==> config.mk <==
export PLATFORM = sky130hd
export DESIGN_NAME = oneshot_periodic_tick_timer_core
export DESIGN_NICKNAME = d
export VERILOG_FILES = /design/src/rtl/optt_pkg.sv /design/src/rtl/oneshot_periodic_tick_timer_core.sv /design/src/rtl/optt_alu.sv
export SDC_FILE = /design/constraint.sdc
export NUM_CORES = 1
export LEC_CHECK = 0
export BUFFER_PORTS_ARGS = -buffer_cell sky130_fd_sc_hd__clkbuf_2
export CAP_MARGIN = 5
export CORE_MARGIN = 2
export CORE_UTILIZATION = 30
export DETAILED_ROUTE_END_ITERATION = 8
export SLEW_MARGIN = 20
export SYNTH_ARGS = -nofsm -noshare
export SYNTH_HDL_FRONTEND = slang
export SYNTH_HIERARCHICAL = 1
export SYNTH_SLANG_ARGS = --single-unit
export TNS_END_PERCENT = 10
==> constraint.sdc <==
create_clock -name clk_i -period 13.2 [get_ports clk_i]
set_input_delay 1.98 -clock clk_i [delete_from_list [all_inputs] [get_ports clk_i]]
set_output_delay 1.98 -clock clk_i [all_outputs]
set_load 0.005 [all_outputs]
==> src/rtl/optt_pkg.sv <==
// Shared constants and request codes for the one-shot/periodic tick timer.
`default_nettype none

package optt_pkg;

  localparam int unsigned DEF_COUNT_WIDTH = 32;
  localparam int unsigned DEF_STEP_WIDTH  = 16;

  localparam int unsigned DUR_W     = 32;  // period_length register
  localparam int unsigned STEP_IN_W = 16;  // step_amount field
  localparam int unsigned OUT_W     = 32;  // elapsed and remaining fields
  localparam int unsigned PCT_W     = 7;   // progress field and quotient bits
  localparam int unsigned ACC_W     = DUR_W + PCT_W;  // elapsed * 100 < 2^39

  localparam logic [PCT_W-1:0] PCT_FULL = PCT_W'(100);

  typedef enum logic [2:0] {
    REQ_TICK  = 3'd0,
    REQ_ADV   = 3'd1,
    REQ_START = 3'd2,
    REQ_STOP  = 3'd3,
    REQ_CLR   = 3'd4
  } req_e;

endpackage

`default_nettype wire

==> src/rtl/oneshot_periodic_tick_timer_core.sv <==
// Top level of the one-shot/periodic tick timer: sequencer, state and result register.
`default_nettype none

// Each request item (tick, advance by step, start, stop, clear) produces one status
// item. The timer and percentage arithmetic goes through one shared add/subtract unit under a small sequencer.
// A request steps through execute, status and done, with an expiry check between
// execute and status for a tick or a nonzero advance on a running timer. Whenever the
// elapsed count ends below the duration, for any request kind, the progress
// percentage adds a two-step multiply by 100 and a seven-step restoring divide. The
// input is not ready while an item is in work. A finished status waits in the output
// register while the next request is taken; that request then holds in its last step
// until the register frees. The duration register is written by cfg_we_i with no
// handshake.
module oneshot_periodic_tick_timer_core
  import optt_pkg::*;
#(
  parameter int unsigned COUNT_WIDTH = DEF_COUNT_WIDTH,
  parameter int unsigned STEP_WIDTH  = DEF_STEP_WIDTH
) (
  input  wire logic                 clk_i,
  input  wire logic                 rst_ni,
  input  wire logic                 cfg_we_i,
  input  wire logic [DUR_W-1:0]     cfg_data_i,
  input  wire logic                 in_valid_i,
  output logic                      in_ready_o,
  input  wire logic [2:0]           req_type_i,
  input  wire logic [STEP_IN_W-1:0] step_amount_i,
  input  wire logic                 start_repeating_i,
  output logic                      out_valid_o,
  input  wire logic                 out_ready_i,
  output logic                      fired_o,
  output logic                      is_running_o,
  output logic                      is_expired_o,
  output logic [OUT_W-1:0]          elapsed_count_o,
  output logic [OUT_W-1:0]          remaining_count_o,
  output logic [PCT_W-1:0]          progress_percent_o
);

  localparam int unsigned CW     = COUNT_WIDTH;
  localparam int unsigned SW     = (STEP_WIDTH < STEP_IN_W) ? STEP_WIDTH : STEP_IN_W;
  localparam int unsigned AW     = ((CW > ACC_W) ? CW : ACC_W) + 1;
  localparam int unsigned CNT_W  = $clog2(PCT_W);

  typedef enum logic [7:0] {
    S_IDLE = 8'b0000_0001,
    S_EXEC = 8'b0000_0010,
    S_EXP  = 8'b0000_0100,
    S_STAT = 8'b0000_1000,
    S_MUL1 = 8'b0001_0000,
    S_MUL2 = 8'b0010_0000,
    S_DIV  = 8'b0100_0000,
    S_DONE = 8'b1000_0000
  } state_e;

  state_e            state_q, state_d;
  req_e              req_q, req_d;
  logic [SW-1:0]     step_q, step_d;
  logic              rep_q, rep_d;
  logic [CW-1:0]     elapsed_q, elapsed_d;
  logic              run_q, run_d;
  logic              repeat_q, repeat_d;
  logic [DUR_W-1:0]  period_q;
  logic              fired_q, fired_d;
  logic              expired_q, expired_d;
  logic [OUT_W-1:0]  remain_q, remain_d;
  logic [ACC_W-1:0]  acc_q, acc_d;
  logic [PCT_W-1:0]  quo_q, quo_d;
  logic [CNT_W-1:0]  cnt_q, cnt_d;

  logic              out_valid_q, out_valid_d;
  logic              fired_out_q, running_out_q, expired_out_q;
  logic [OUT_W-1:0]  elapsed_out_q, remain_out_q;
  logic [PCT_W-1:0]  pct_out_q;

  logic [AW-1:0]     alu_a, alu_b, alu_res;
  logic              alu_sub, alu_co;
  logic [AW-1:0]     elapsed_x, dur_x, acc_x, lo_x, step_x;
  logic              accept, load_out, lt;

  assign elapsed_x = {{(AW-CW){1'b0}}, elapsed_q};
  assign dur_x     = {{(AW-DUR_W){1'b0}}, period_q};
  assign acc_x     = {{(AW-ACC_W){1'b0}}, acc_q};
  assign lo_x      = {{(AW-DUR_W){1'b0}}, elapsed_x[DUR_W-1:0]};
  assign step_x    = {{(AW-SW){1'b0}}, step_q};

  assign in_ready_o = (state_q == S_IDLE);
  assign accept     = in_valid_i && in_ready_o;
  assign load_out   = (state_q == S_DONE) && (!out_valid_q || out_ready_i);
  assign lt         = alu_co && (alu_res != '0);

  optt_alu #(
    .Width(AW)
  ) u_alu (
    .a_i    (alu_a),
    .b_i    (alu_b),
    .sub_i  (alu_sub),
    .res_o  (alu_res),
    .carry_o(alu_co)
  );

  // Operand selection for the shared unit.
  always_comb begin
    alu_a   = '0;
    alu_b   = '0;
    alu_sub = 1'b0;
    unique case (state_q)
      S_EXEC: begin
        alu_a = elapsed_x;
        alu_b = (req_q == REQ_TICK) ? AW'(1) : step_x;
      end
      S_EXP: begin
        alu_a   = elapsed_x;
        alu_b   = dur_x;
        alu_sub = 1'b1;
      end
      S_STAT: begin
        alu_a   = dur_x;
        alu_b   = elapsed_x;
        alu_sub = 1'b1;
      end
      S_MUL1: begin
        alu_a = lo_x << 6;
        alu_b = lo_x << 5;
      end
      S_MUL2: begin
        alu_a = acc_x;
        alu_b = lo_x << 2;
      end
      S_DIV: begin
        alu_a   = acc_x;
        alu_b   = dur_x << cnt_q;
        alu_sub = 1'b1;
      end
      default: begin
      end
    endcase
  end

  // Sequencer.
  always_comb begin
    state_d   = state_q;
    req_d     = req_q;
    step_d    = step_q;
    rep_d     = rep_q;
    elapsed_d = elapsed_q;
    run_d     = run_q;
    repeat_d  = repeat_q;
    fired_d   = fired_q;
    expired_d = expired_q;
    remain_d  = remain_q;
    acc_d     = acc_q;
    quo_d     = quo_q;
    cnt_d     = cnt_q;
    unique case (state_q)
      S_IDLE: begin
        if (accept) begin
          req_d   = req_e'(req_type_i);
          step_d  = step_amount_i[SW-1:0];
          rep_d   = start_repeating_i;
          fired_d = 1'b0;
          state_d = S_EXEC;
        end
      end
      S_EXEC: begin
        state_d = S_STAT;
        unique case (req_q) inside
          REQ_TICK, REQ_ADV: begin
            if (run_q && (req_q == REQ_TICK || step_q != '0)) begin
              // Saturate at the top of the count.
              elapsed_d = (alu_res[AW-1:CW] != '0) ? '1 : alu_res[CW-1:0];
              state_d   = S_EXP;
            end
          end
          REQ_START: begin
            if (period_q != '0) begin
              elapsed_d = '0;
              run_d     = 1'b1;
              repeat_d  = rep_q;
            end
          end
          REQ_STOP: run_d = 1'b0;
          REQ_CLR:  elapsed_d = '0;
          default: begin
          end
        endcase
      end
      S_EXP: begin
        if (alu_co) begin
          fired_d = 1'b1;
          if (req_q == REQ_TICK) begin
            if (repeat_q) elapsed_d = '0;
            else          run_d = 1'b0;
          end else if (repeat_q) begin
            elapsed_d = alu_res[CW-1:0];  // keep the overshoot
          end else begin
            elapsed_d = dur_x[CW-1:0];
            run_d     = 1'b0;
          end
        end
        state_d = S_STAT;
      end
      S_STAT: begin
        expired_d = !run_q && !lt;
        remain_d  = lt ? alu_res[OUT_W-1:0] : '0;
        if (lt) begin
          quo_d   = '0;
          cnt_d   = CNT_W'(PCT_W - 1);
          state_d = S_MUL1;
        end else begin
          quo_d   = (period_q != '0) ? PCT_FULL : '0;
          state_d = S_DONE;
        end
      end
      S_MUL1: begin
        acc_d   = alu_res[ACC_W-1:0];
        state_d = S_MUL2;
      end
      S_MUL2: begin
        acc_d   = alu_res[ACC_W-1:0];
        state_d = S_DIV;
      end
      S_DIV: begin
        if (alu_co) begin
          acc_d        = alu_res[ACC_W-1:0];
          quo_d[cnt_q] = 1'b1;
        end
        if (cnt_q == '0) state_d = S_DONE;
        else             cnt_d = cnt_q - 1'b1;
      end
      S_DONE: begin
        if (load_out) state_d = S_IDLE;
      end
      default: state_d = S_IDLE;
    endcase
  end

  always_comb begin
    out_valid_d = out_valid_q;
    if (load_out)         out_valid_d = 1'b1;
    else if (out_ready_i) out_valid_d = 1'b0;
  end

  always_ff @(posedge clk_i or negedge rst_ni) begin
    if (!rst_ni) begin
      state_q     <= S_IDLE;
      elapsed_q   <= '0;
      run_q       <= 1'b0;
      repeat_q    <= 1'b0;
      period_q    <= '0;
      out_valid_q <= 1'b0;
    end else begin
      state_q     <= state_d;
      elapsed_q   <= elapsed_d;
      run_q       <= run_d;
      repeat_q    <= repeat_d;
      out_valid_q <= out_valid_d;
      if (cfg_we_i) period_q <= cfg_data_i;
    end
  end

  always_ff @(posedge clk_i) begin
    req_q     <= req_d;
    step_q    <= step_d;
    rep_q     <= rep_d;
    fired_q   <= fired_d;
    expired_q <= expired_d;
    remain_q  <= remain_d;
    acc_q     <= acc_d;
    quo_q     <= quo_d;
    cnt_q     <= cnt_d;
    if (load_out) begin
      fired_out_q   <= fired_q;
      running_out_q <= run_q;
      expired_out_q <= expired_q;
      elapsed_out_q <= elapsed_x[OUT_W-1:0];
      remain_out_q  <= remain_q;
      pct_out_q     <= quo_q;
    end
  end

  assign out_valid_o        = out_valid_q;
  assign fired_o            = fired_out_q;
  assign is_running_o       = running_out_q;
  assign is_expired_o       = expired_out_q;
  assign elapsed_count_o    = elapsed_out_q;
  assign remaining_count_o  = remain_out_q;
  assign progress_percent_o = pct_out_q;

`ifndef SYNTHESIS
  a_pct_range: assert property (@(posedge clk_i) disable iff (!rst_ni)
    out_valid_o |-> progress_percent_o <= PCT_FULL)
    else $error("progress above 100 percent");

  a_expired_stopped: assert property (@(posedge clk_i) disable iff (!rst_ni)
    out_valid_o && is_expired_o |-> !is_running_o)
    else $error("expired while running");

  a_fired_state: assert property (@(posedge clk_i) disable iff (!rst_ni)
    out_valid_o && fired_o |-> is_running_o || is_expired_o)
    else $error("fired but neither restarted nor expired");

  a_remain_pct: assert property (@(posedge clk_i) disable iff (!rst_ni)
    out_valid_o && remaining_count_o == '0 |->
      progress_percent_o == PCT_FULL || progress_percent_o == '0)
    else $error("no time remaining but progress partial");
`endif

endmodule

`default_nettype wire

==> src/rtl/optt_alu.sv <==
// Shared add/subtract unit with carry out, reused by every arithmetic step of the sequencer.
`default_nettype none

module optt_alu #(
  parameter int unsigned Width = 40
) (
  input  wire logic [Width-1:0] a_i,
  input  wire logic [Width-1:0] b_i,
  input  wire logic             sub_i,
  output logic      [Width-1:0] res_o,
  output logic                  carry_o
);

  logic [Width-1:0] b_op;
  logic [Width:0]   sum;

  // Subtract as a + ~b + 1; carry out set means a >= b.
  assign b_op = sub_i ? ~b_i : b_i;
  assign sum  = {1'b0, a_i} + {1'b0, b_op} + {{Width{1'b0}}, sub_i};

  assign res_o   = sum[Width-1:0];
  assign carry_o = sum[Width];

endmodule

`default_nettype wire
==> parameters.txt, run 1 <==
Parameter                              Value

Route
  Drt via density    5.68
  Violation count after the first detailed-routing iteration    1325
  Total length of routed wires    44.6 mm
  Post-DRT Antenna Nets    0
  Number of search-and-repair iterations in the first detailed-routing pass    8
  Vias    11100
  Number of remaining DRC errors    0
  Detailed-route wire length per cell    22.8 µm

Logic synthesis
  Most common flop cell mapped by yosys    sky130_fd_sc_hd__edfxtp_1
  Dominant cells by area after synthesis    sky130_fd_sc_hd__edfxtp_1, sky130_fd_sc_hd__dfrtp_1, sky130_fd_sc_hd__mux2_2
  Fraction of the yosys area taken by sequential cells    49.8%
  Post-synthesis area per instance    11.8 µm²
  Post-synthesis sequential element count    252
  Unique masters post-synth    69
  Yosys warnings    6
  EDFF count, synth    177
  Cell type contributing the most total cell area after synthesis    sky130_fd_sc_hd__edfxtp_1
  Fraction of registers with async set/reset    29.8%
  Synthesized area    14400 µm²
  Gate Count Post-Synth    1223
  Share of Yosys cell area claimed by the top area cell type    36.8%

Layout
  Area added between synthesis and finish    15.6%
  Final #Nets    1416
  Fraction of final layout cells with drive strength greater than 1    23.7%
  Final Cell Area    16700 µm²
  # diodes    0

Global route
  Global-route wire length before repair    68.2 mm
  Via count of the first global-routing pass    11000
  Overall Global Routing Usage    17.6%
  Overflow after GRT    0
  Number of antenna violations at the first check in global routing    1
  Largest net degree at the start of global routing    75

Worst hold path
  Worst min-delay path class    flip-flop to flip-flop

Placement
  Count of input and output buffers    132
  Total placed instance area    15800 µm²
  HPWL Detailed    31.2 mm
  Worst slack, placed    5680 ps
  Gpl congestion    0.912

Floorplan
  Number of primary I/O pins    133
  X dimension of the die    223 µm
  Number of cell rows    80
  Core footprint    47600 µm²
  Vertical die dimension    223 µm
  Die area    49900 µm²
  Initial Util    30.3%

STA
  RSZ-0062 raised after global routing    false
  Layout Skew    20.6 ps
  Total count of hold-check failures in the final report    0
  Min setup slack post-route    5560 ps
  Period utilization    57.9%
  Tightest hold margin    418 ps
  Least-Margin Pin Slew    1060 ps
  Setup_tns    0 ps
  Max transition margin    28.6%
  Total setup violations reported at the end of the flow    0
  Max Freq    131 MHz
  Post-layout minimum cycle time    7640 ps
  Slew Viols, Final    0

Setup path
  Data arrival time of the critical path    8030 ps
  Kind of capture point of the worst setup path    flip-flop
  CP max-delay cell    sky130_fd_sc_hd__buf_4
  Family of cells with the greatest summed delay on the critical path    compound AO/OA/AOI/OAI gates
  Max FO, Critical Path    65
  Startpoint type of the worst setup path    flip-flop
  CP peak stage delay    670 ps
  Most Frequent Cell on Critical Path    sky130_fd_sc_hd__o21ai_0
  Required @ worst endpoint    13590 ps
  Worst Path Class, Setup    flip-flop to flip-flop
  Worst Path Buf+Inv    3
  Worst-path cell chain    or4_4 -> nor4b_4 -> buf_4 -> nand2_1 -> nand3_1 -> mux2i_1 -> inv_1 -> fa_1 -> a21oi_1 -> o21ai_0 -> a21o_2 -> a211oi_2 -> o31a_1 -> o21ai_0 -> o21a_1 -> a21boi_0 -> xnor2_1 -> nor4_1 -> nand2_1 -> o31a_1 -> buf_4 -> o21ai_0 -> a21boi_0

Clocking
  Number of clock sinks    252
  Post-CTS Hold Fix Bufs    0
  Root buf cell    sky130_fd_sc_hd__clkbuf_16
  Worst-skew pair later-pin latency    570 ps
  Deepest level of the CTS H-tree    1
  TritonCTS clock tree    yes
  Postcts setup bufs    0
  CTS Buf Count    28
  Total of cells resized after clock tree synthesis    0
  Maximum count of clock buffers along a single path    3
  Register clock-pin slew on the reported worst setup and hold paths    60 ps

Power and ir drop
  Lkg Pwr    6.68 nW
  Maximum ir drop on the vdd rail    0.0984 mV
  Power density of the placed cells    159 nW/µm²

Status
  Outcome    finished clean

Job
  Number of maximum-capacitance violations    0
-- where the power goes --
| group | internal (mW) | leakage [nW] | switching, mW |
|---|---|---|---|
| Clock | 0.450 | 0.440 | 0.322 |
| Sequential | 0.976 | 2.52 | 0.223 |
| Combinational | 0.291 | 3.71 | 0.397 |
-- routing by layer --
metal	routed length, µm	track usage (%)	up-vias
met3	3460	3.09	67
met5	0	0	-
met2	20500	28.0	485
li1	-	-	4984
met4	1020	5.42	0
met1	19600	24.4	5559
-- cell usage after synthesis (39+ instances only) --
| library cell | count |
|---|---|
| sky130_fd_sc_hd__ha_1 | 41 |
| sky130_fd_sc_hd__edfxtp_1 | 177 |
| sky130_fd_sc_hd__clkbuf_1 | 65 |
| sky130_fd_sc_hd__nand2_1 | 120 |
| sky130_fd_sc_hd__xor2_1 | 55 |
| sky130_fd_sc_hd__nor2_1 | 43 |
| sky130_fd_sc_hd__and2_1 | 39 |
| sky130_fd_sc_hd__a222oi_1 | 63 |
| sky130_fd_sc_hd__dfrtp_1 | 74 |
| sky130_fd_sc_hd__mux2_2 | 68 |
| sky130_fd_sc_hd__a21oi_1 | 54 |
-- cell type report --
class | count | area [µm²]
fillers | 4715 | 31000
flip-flops and latches | 252 | 7190
multi-input cells | 859 | 6890
repair buffers | 153 | 832
clock buffers | 39 | 772
well taps | 615 | 769
clock inverters | 13 | 145
inverters | 23 | 86.3
-- worst register-to-register path, cell delays in order, from the launching register on --
cell                       delay (ps)
sky130_fd_sc_hd__dfrtp_1          460
sky130_fd_sc_hd__or4_4            550
sky130_fd_sc_hd__nor4b_4          290
sky130_fd_sc_hd__buf_4            670
sky130_fd_sc_hd__nand2_1          130
sky130_fd_sc_hd__nand3_1          160
sky130_fd_sc_hd__mux2i_1          350
sky130_fd_sc_hd__inv_1            110
sky130_fd_sc_hd__fa_1             450
sky130_fd_sc_hd__a21oi_1          190
sky130_fd_sc_hd__o21ai_0          150
sky130_fd_sc_hd__a21o_2           290
sky130_fd_sc_hd__a211oi_2         350
sky130_fd_sc_hd__o31a_1           350
sky130_fd_sc_hd__o21ai_0          210
sky130_fd_sc_hd__o21a_1           280
sky130_fd_sc_hd__a21boi_0         210
sky130_fd_sc_hd__xnor2_1          130
sky130_fd_sc_hd__nor4_1           590
sky130_fd_sc_hd__nand2_1          180
sky130_fd_sc_hd__o31a_1           560
sky130_fd_sc_hd__buf_4            330
sky130_fd_sc_hd__o21ai_0          260
sky130_fd_sc_hd__a21boi_0         230
-- flip-flops by register name, indices dropped and copies added, names as in the netlist, 7 cells and up --
signal / cells
acc_q: 39
elapsed_count_o: 32
elapsed_q: 32
period_q: 32
progress_percent_o: 7
quo_q: 7
remain_q: 32
remaining_count_o: 32
state_q: 8
step_q: 16
-- placed cells by master (no fill, tap or decap), types with 30 or more instances in the layout --
master,n
sky130_fd_sc_hd__mux2i_1,32
sky130_fd_sc_hd__a222oi_1,63
sky130_fd_sc_hd__mux2_2,68
sky130_fd_sc_hd__edfxtp_1,177
sky130_fd_sc_hd__clkbuf_2,130
sky130_fd_sc_hd__nor2_1,42
sky130_fd_sc_hd__xor2_1,55
sky130_fd_sc_hd__dfrtp_1,74
sky130_fd_sc_hd__a21oi_1,54
sky130_fd_sc_hd__and2_1,39
sky130_fd_sc_hd__a221o_1,33
sky130_fd_sc_hd__o21ai_0,30
sky130_fd_sc_hd__nand2_1,120
sky130_fd_sc_hd__ha_1,41
-- through the flow --
stage	power, mW	std cells	utilization, %
final	2.66	1954	35.0
after global routing	2.79	1954	35.0
after CTS	2.67	1954	35.0
after detailed placement	1.89	1902	33.1
after global placement	1.88	1901	33.1
after floorplan	1.58	1224	-
-- path summary, 6_finish.rpt --
path | start | to | slack, ps | depth (start not counted)
worst min register to register | remain_q[15]$_SDFFCE_PN0N_ | remaining_count_o[15]$_DFFE_PP_ | 420 | 0
worst min-delay path | remain_q[15]$_SDFFCE_PN0N_ | remaining_count_o[15]$_DFFE_PP_ | 420 | 0
worst max-delay path | state_q[4]$_DFFE_PN0P_ | quo_q[6]$_DFFE_PP_ | 5560 | 23
worst max register to register | state_q[4]$_DFFE_PN0P_ | quo_q[6]$_DFFE_PP_ | 5560 | 23
max in group asynchronous | rst_ni | elapsed_q[18]$_DFFE_PN0P_ | 11050 | 2
min in group asynchronous | rst_ni | period_q[2]$_DFFE_PN0P_ | 1200 | 1
-- cell families (layout without fill, tap and decap cells) --
| logic type | Yosys count | in the layout | share of synthesized area [%] |
|---|---|---|---|
| buffers and inverters | 113 | 228 | 3.05 |
| flip-flops | 252 | 252 | 49.8 |
| multiplexers | 127 | 127 | 11.6 |
| AND/OR/NAND/NOR | 303 | 303 | 10.4 |
| XOR/XNOR | 81 | 81 | 4.91 |
| other | 1 | 2 | 0.0260 |
| adder cells (fa/ha/maj) | 42 | 42 | 3.69 |
| AO/OA/AOI/OAI | 304 | 304 | 16.4 |
Note: power is estimated with default switching activity, not from simulation.
==> run 2, diff against run 1 <==
Settings changed: ABC_AREA from default to 1.
Clock period 13.2 ns to 7.7 ns, I/O delays scaled along.
==> run 2 against run 1 <==
Against the previous run: register-to-register slack got worse by 4100 ps; critical endpoint is now cnt_q[0]$_SDFFCE_PN0P_; wire length increased by 42%; die area increased by 12%; sequential power increased by 58%; highest routed layer unchanged; final cell count increased by 51%; combinational power increased by 140%.
==> parameters.txt, run 2 <==
Parameter                              Value

Logic synthesis
  Post-synthesis area per instance    7.60 µm² (was 11.8 µm²)
  Dominant cells by area after synthesis    sky130_fd_sc_hd__edfxtp_1, sky130_fd_sc_hd__nand2_1, sky130_fd_sc_hd__dfrtp_1 (was sky130_fd_sc_hd__edfxtp_1, sky130_fd_sc_hd__dfrtp_1, sky130_fd_sc_hd__mux2_2)
  Post-synthesis sequential element count    252 (unchanged)
  EDFF count, synth    177 (unchanged)
  Compound-Gate Fraction of Synth Area    12.7% (was 16.4%)
  Xor-xnor portion of the synthesized cell area    3.41% (was 4.91%)
  Most common flop cell mapped by yosys    sky130_fd_sc_hd__edfxtp_1 (unchanged)
  Largest family of logic cells by synthesized area    simple AND/OR/NAND/NOR gates (was compound AO/OA/AOI/OAI gates)
  Gate Count Post-Synth    2130 (was 1223)
  Fraction of registers with async set/reset    29.8% (unchanged)
  Count leader, synth    sky130_fd_sc_hd__nand2_1 (was sky130_fd_sc_hd__edfxtp_1)
  Unique masters post-synth    50 (was 69)
  Post-synthesis simple-gate area fraction    26.9% (was 10.4%)
  Share of Yosys cell area claimed by the top area cell type    32.8% (was 36.8%)
  Yosys warnings    6 (unchanged)
  Synthesized area    16200 µm² (was 14400 µm²)
  Adder-cell area share of the yosys netlist    3.29% (was 3.69%)
  Cell type contributing the most total cell area after synthesis    sky130_fd_sc_hd__edfxtp_1 (unchanged)
  Synth cell count leaders    sky130_fd_sc_hd__nand2_1, sky130_fd_sc_hd__inv_1, sky130_fd_sc_hd__nor2_1, sky130_fd_sc_hd__edfxtp_1, sky130_fd_sc_hd__o21ai_0 (was sky130_fd_sc_hd__edfxtp_1, sky130_fd_sc_hd__nand2_1, sky130_fd_sc_hd__dfrtp_1, sky130_fd_sc_hd__mux2_2, sky130_fd_sc_hd__clkbuf_1)
  Fraction of the yosys area taken by sequential cells    44.5% (was 49.8%)
  Mux cell area share after synthesis    0.619% (was 11.6%)

Clocking
  Total of cells resized after clock tree synthesis    0 (unchanged)
  Number of clock sinks    252 (unchanged)
  Root buf cell    sky130_fd_sc_hd__clkbuf_16 (unchanged)
  Post-CTS Hold Fix Bufs    0 (unchanged)
  CTS Buf Count    27 (was 28)
  Deepest level of the CTS H-tree    1 (unchanged)
  TritonCTS clock tree    yes (unchanged)
  Maximum count of clock buffers along a single path    3 (unchanged)
  Register clock-pin slew on the reported worst setup and hold paths    60 ps (about the same)
  Postcts setup bufs    0 (unchanged)
  Worst-skew pair later-pin latency    570 ps (about the same)

Floorplan
  Die area    55800 µm² (was 49900 µm²)
  Initial Util    30.2% (was 30.3%)
  Vertical die dimension    236 µm (was 223 µm)
  Number of cell rows    85 (was 80)
  Core footprint    53600 µm² (was 47600 µm²)
  Number of primary I/O pins    133 (unchanged)
  X dimension of the die    236 µm (was 223 µm)

STA
  Total count of hold-check failures in the final report    0 (unchanged)
  Layout Skew    14.7 ps (was 20.6 ps)
  Slew Viols, Final    0 (unchanged)
  Least-Margin Pin Slew    977 ps (was 1060 ps)
  Max Freq    161 MHz (was 131 MHz)
  Period utilization    80.6% (was 57.9%)
  Total setup violations reported at the end of the flow    0 (unchanged)
  Post-layout minimum cycle time    6200 ps (was 7640 ps)
  RSZ-0062 raised after global routing    false (unchanged)
  Setup_tns    0 ps (unchanged)
  Max transition margin    34.7% (was 28.6%)

Worst hold path
  Beginning of the worst hold path    remain_q[11]$_SDFFCE_PN0N_ (was remain_q[15]$_SDFFCE_PN0N_)
  Number of cells on the worst hold path    0 (unchanged)
  Worst min-delay path class    flip-flop to flip-flop (unchanged)
  Worst min-delay path endpoint    remaining_count_o[11]$_DFFE_PP_ (was remaining_count_o[15]$_DFFE_PP_)

Global route
  Largest net degree at the start of global routing    68 (was 75)
  Most heavily used metal layer in global routing    met2 (unchanged)
  Overflow after GRT    0 (unchanged)
  Fraction of met3 tracks used by global routing    3.32% (was 3.09%)
  Number of antenna violations at the first check in global routing    0 (was 1)
  Global-route wire length before repair    94.5 mm (was 68.2 mm)
  Met2 usage in global routing    34.6% (was 28.0%)
  Via count of the first global-routing pass    15000 (was 11000)
  Overall Global Routing Usage    22.3% (was 17.6%)
  Met1 usage in global routing    31.0% (was 24.4%)

Placement
  Count of input and output buffers    132 (unchanged)
  HPWL Detailed    48.4 mm (was 31.2 mm)
  Post-placement cell count    2908 (was 1902)
  Gpl congestion    1.00 (was 0.912)

Setup path
  Startpoint type of the worst setup path    flip-flop (unchanged)
  Source of the worst register-to-register timing path    state_q[0]$_DFFE_PN1P_ (was state_q[4]$_DFFE_PN0P_)
  Required @ worst endpoint    8010 ps (was 13590 ps)
  Worst Path Class, Setup    flip-flop to flip-flop (unchanged)
  Worst R2R End    cnt_q[0]$_SDFFCE_PN0P_ (was quo_q[6]$_DFFE_PP_)
  Most Frequent Cell on Critical Path    sky130_fd_sc_hd__nand2_1 (was sky130_fd_sc_hd__o21ai_0)
  CP peak stage delay    560 ps (was 670 ps)
  Reg2Reg Depth    29 (was 23)
  Reg-to-reg setup timing slack    1500 ps (was 5560 ps)
  Data arrival time of the critical path    6510 ps (was 8030 ps)
  CP max-delay cell    sky130_fd_sc_hd__inv_2 (was sky130_fd_sc_hd__buf_4)
  Kind of capture point of the worst setup path    flip-flop (unchanged)
  Max FO, Critical Path    36 (was 65)

Route
  Total length of routed wires    63.3 mm (was 44.6 mm)
  Drt via density    5.22 (was 5.68)
  Violation count after the first detailed-routing iteration    1610 (was 1325)
  Number of remaining DRC errors    0 (unchanged)
  Vias    15400 (was 11100)
  Number of search-and-repair iterations in the first detailed-routing pass    6 (was 8)
  Detailed-route wire length per cell    21.4 µm (was 22.8 µm)
  Post-DRT Antenna Nets    0 (unchanged)

Layout
  Top library cells by usage in the layout, fill and taps aside    sky130_fd_sc_hd__nand2_1, sky130_fd_sc_hd__inv_1, sky130_fd_sc_hd__nor2_1 (was sky130_fd_sc_hd__edfxtp_1, sky130_fd_sc_hd__clkbuf_2, sky130_fd_sc_hd__nand2_1)
  Fraction of final layout cells with drive strength greater than 1    12.3% (was 23.7%)
  Number of flip-flops in the largest register    39 (unchanged)
  Area added between synthesis and finish    14.5% (was 15.6%)
  # diodes    0 (unchanged)
  Register with the highest flop count    acc_q (unchanged)
  Leading cell type in the layout, fill and taps excluded    sky130_fd_sc_hd__nand2_1 (was sky130_fd_sc_hd__edfxtp_1)
  Finished Layout Cells    2958 (was 1954)
  Final #Nets    2340 (was 1416)

Status
  Outcome    finished clean (unchanged)

Power and ir drop
  Maximum ir drop on the vdd rail    0.124 mV (was 0.0984 mV)
  Power density of the placed cells    263 nW/µm² (was 159 nW/µm²)
  Lkg Pwr    8.58 nW (was 6.68 nW)

Job
  Number of maximum-capacitance violations    0 (unchanged)
run 2: metal layers:
metal / part of all wire [%] / wire length [µm]
met1: 44 / 27700
met2: 44 / 27800
met3: 8.0 / 5040
met4: 4.3 / 2740
met5: 0 / 0
run 2: logic make-up (layout without fill, tap and decap cells):
logic type               after synthesis  count (layout)
AND/OR/NAND/NOR                     1049            1049
AO/OA/AOI/OAI                        358             358
buffers and inverters                355             486
flip-flops                           252             252
XOR/XNOR                              63              63
adder cells (fa/ha/maj)               42              42
multiplexers                          10              10
other                                  1               2
run 2: worst max-delay path by stage:
stage                                      start                     end  slack, ps  cells past startpoint
after floorplan           state_q[4]$_DFFE_PN0P_      acc_q[0]$_DFFE_PP_       1880                     25
after global placement    state_q[0]$_DFFE_PN1P_  cnt_q[0]$_SDFFCE_PN0P_       1840                     26
final                     state_q[0]$_DFFE_PN1P_  cnt_q[0]$_SDFFCE_PN0P_       1500                     29
after global routing      state_q[0]$_DFFE_PN1P_  cnt_q[0]$_SDFFCE_PN0P_       1150                     29
after CTS                 state_q[0]$_DFFE_PN1P_  cnt_q[0]$_SDFFCE_PN0P_       1640                     29
after detailed placement  state_q[0]$_DFFE_PN1P_  cnt_q[0]$_SDFFCE_PN0P_       1670                     29
run 2: final cells by class:
class | count | area [µm²]
tap | 696 | 871
fill | 5680 | 35100
multi-input combinational | 1524 | 7630
clock buffer | 38 | 769
sequential | 252 | 7190
clock inverter | 12 | 124
inverter | 269 | 1010
timing repair buffer | 167 | 926
run 2: worst max-delay path, delay by kind of cell (launching register included):
kind                       cells  cell delay (ps)
AOI/OAI and AO/OA              3              540
adders and majority gates      1              550
buffers and inverters          3             1310
DFF                            1              550
and+or+nand+nor               22             2960
run 2: through the flow:
stage	hold WS (ps)	worst slack [ps]	power [mW]	area [µm²]	util, %
detailed placement	405	1670	3.52	17600	32.9
global route	423	1150	5.12	18500	34.6
floorplan	400	1880	2.86	16200	-
CTS	419	1640	4.86	18500	34.6
global placement	406	1840	3.52	17600	32.9
finish	418	1500	4.88	18500	34.6
run 2: where the power goes:
group	total [mW]	leakage (nW)	internal [mW]	switching, mW
Clock	1.33	0.435	0.767	0.566
Combinational	1.65	5.59	0.460	1.19
Sequential	1.89	2.56	1.67	0.218
Total	4.88	8.58	2.90	1.98
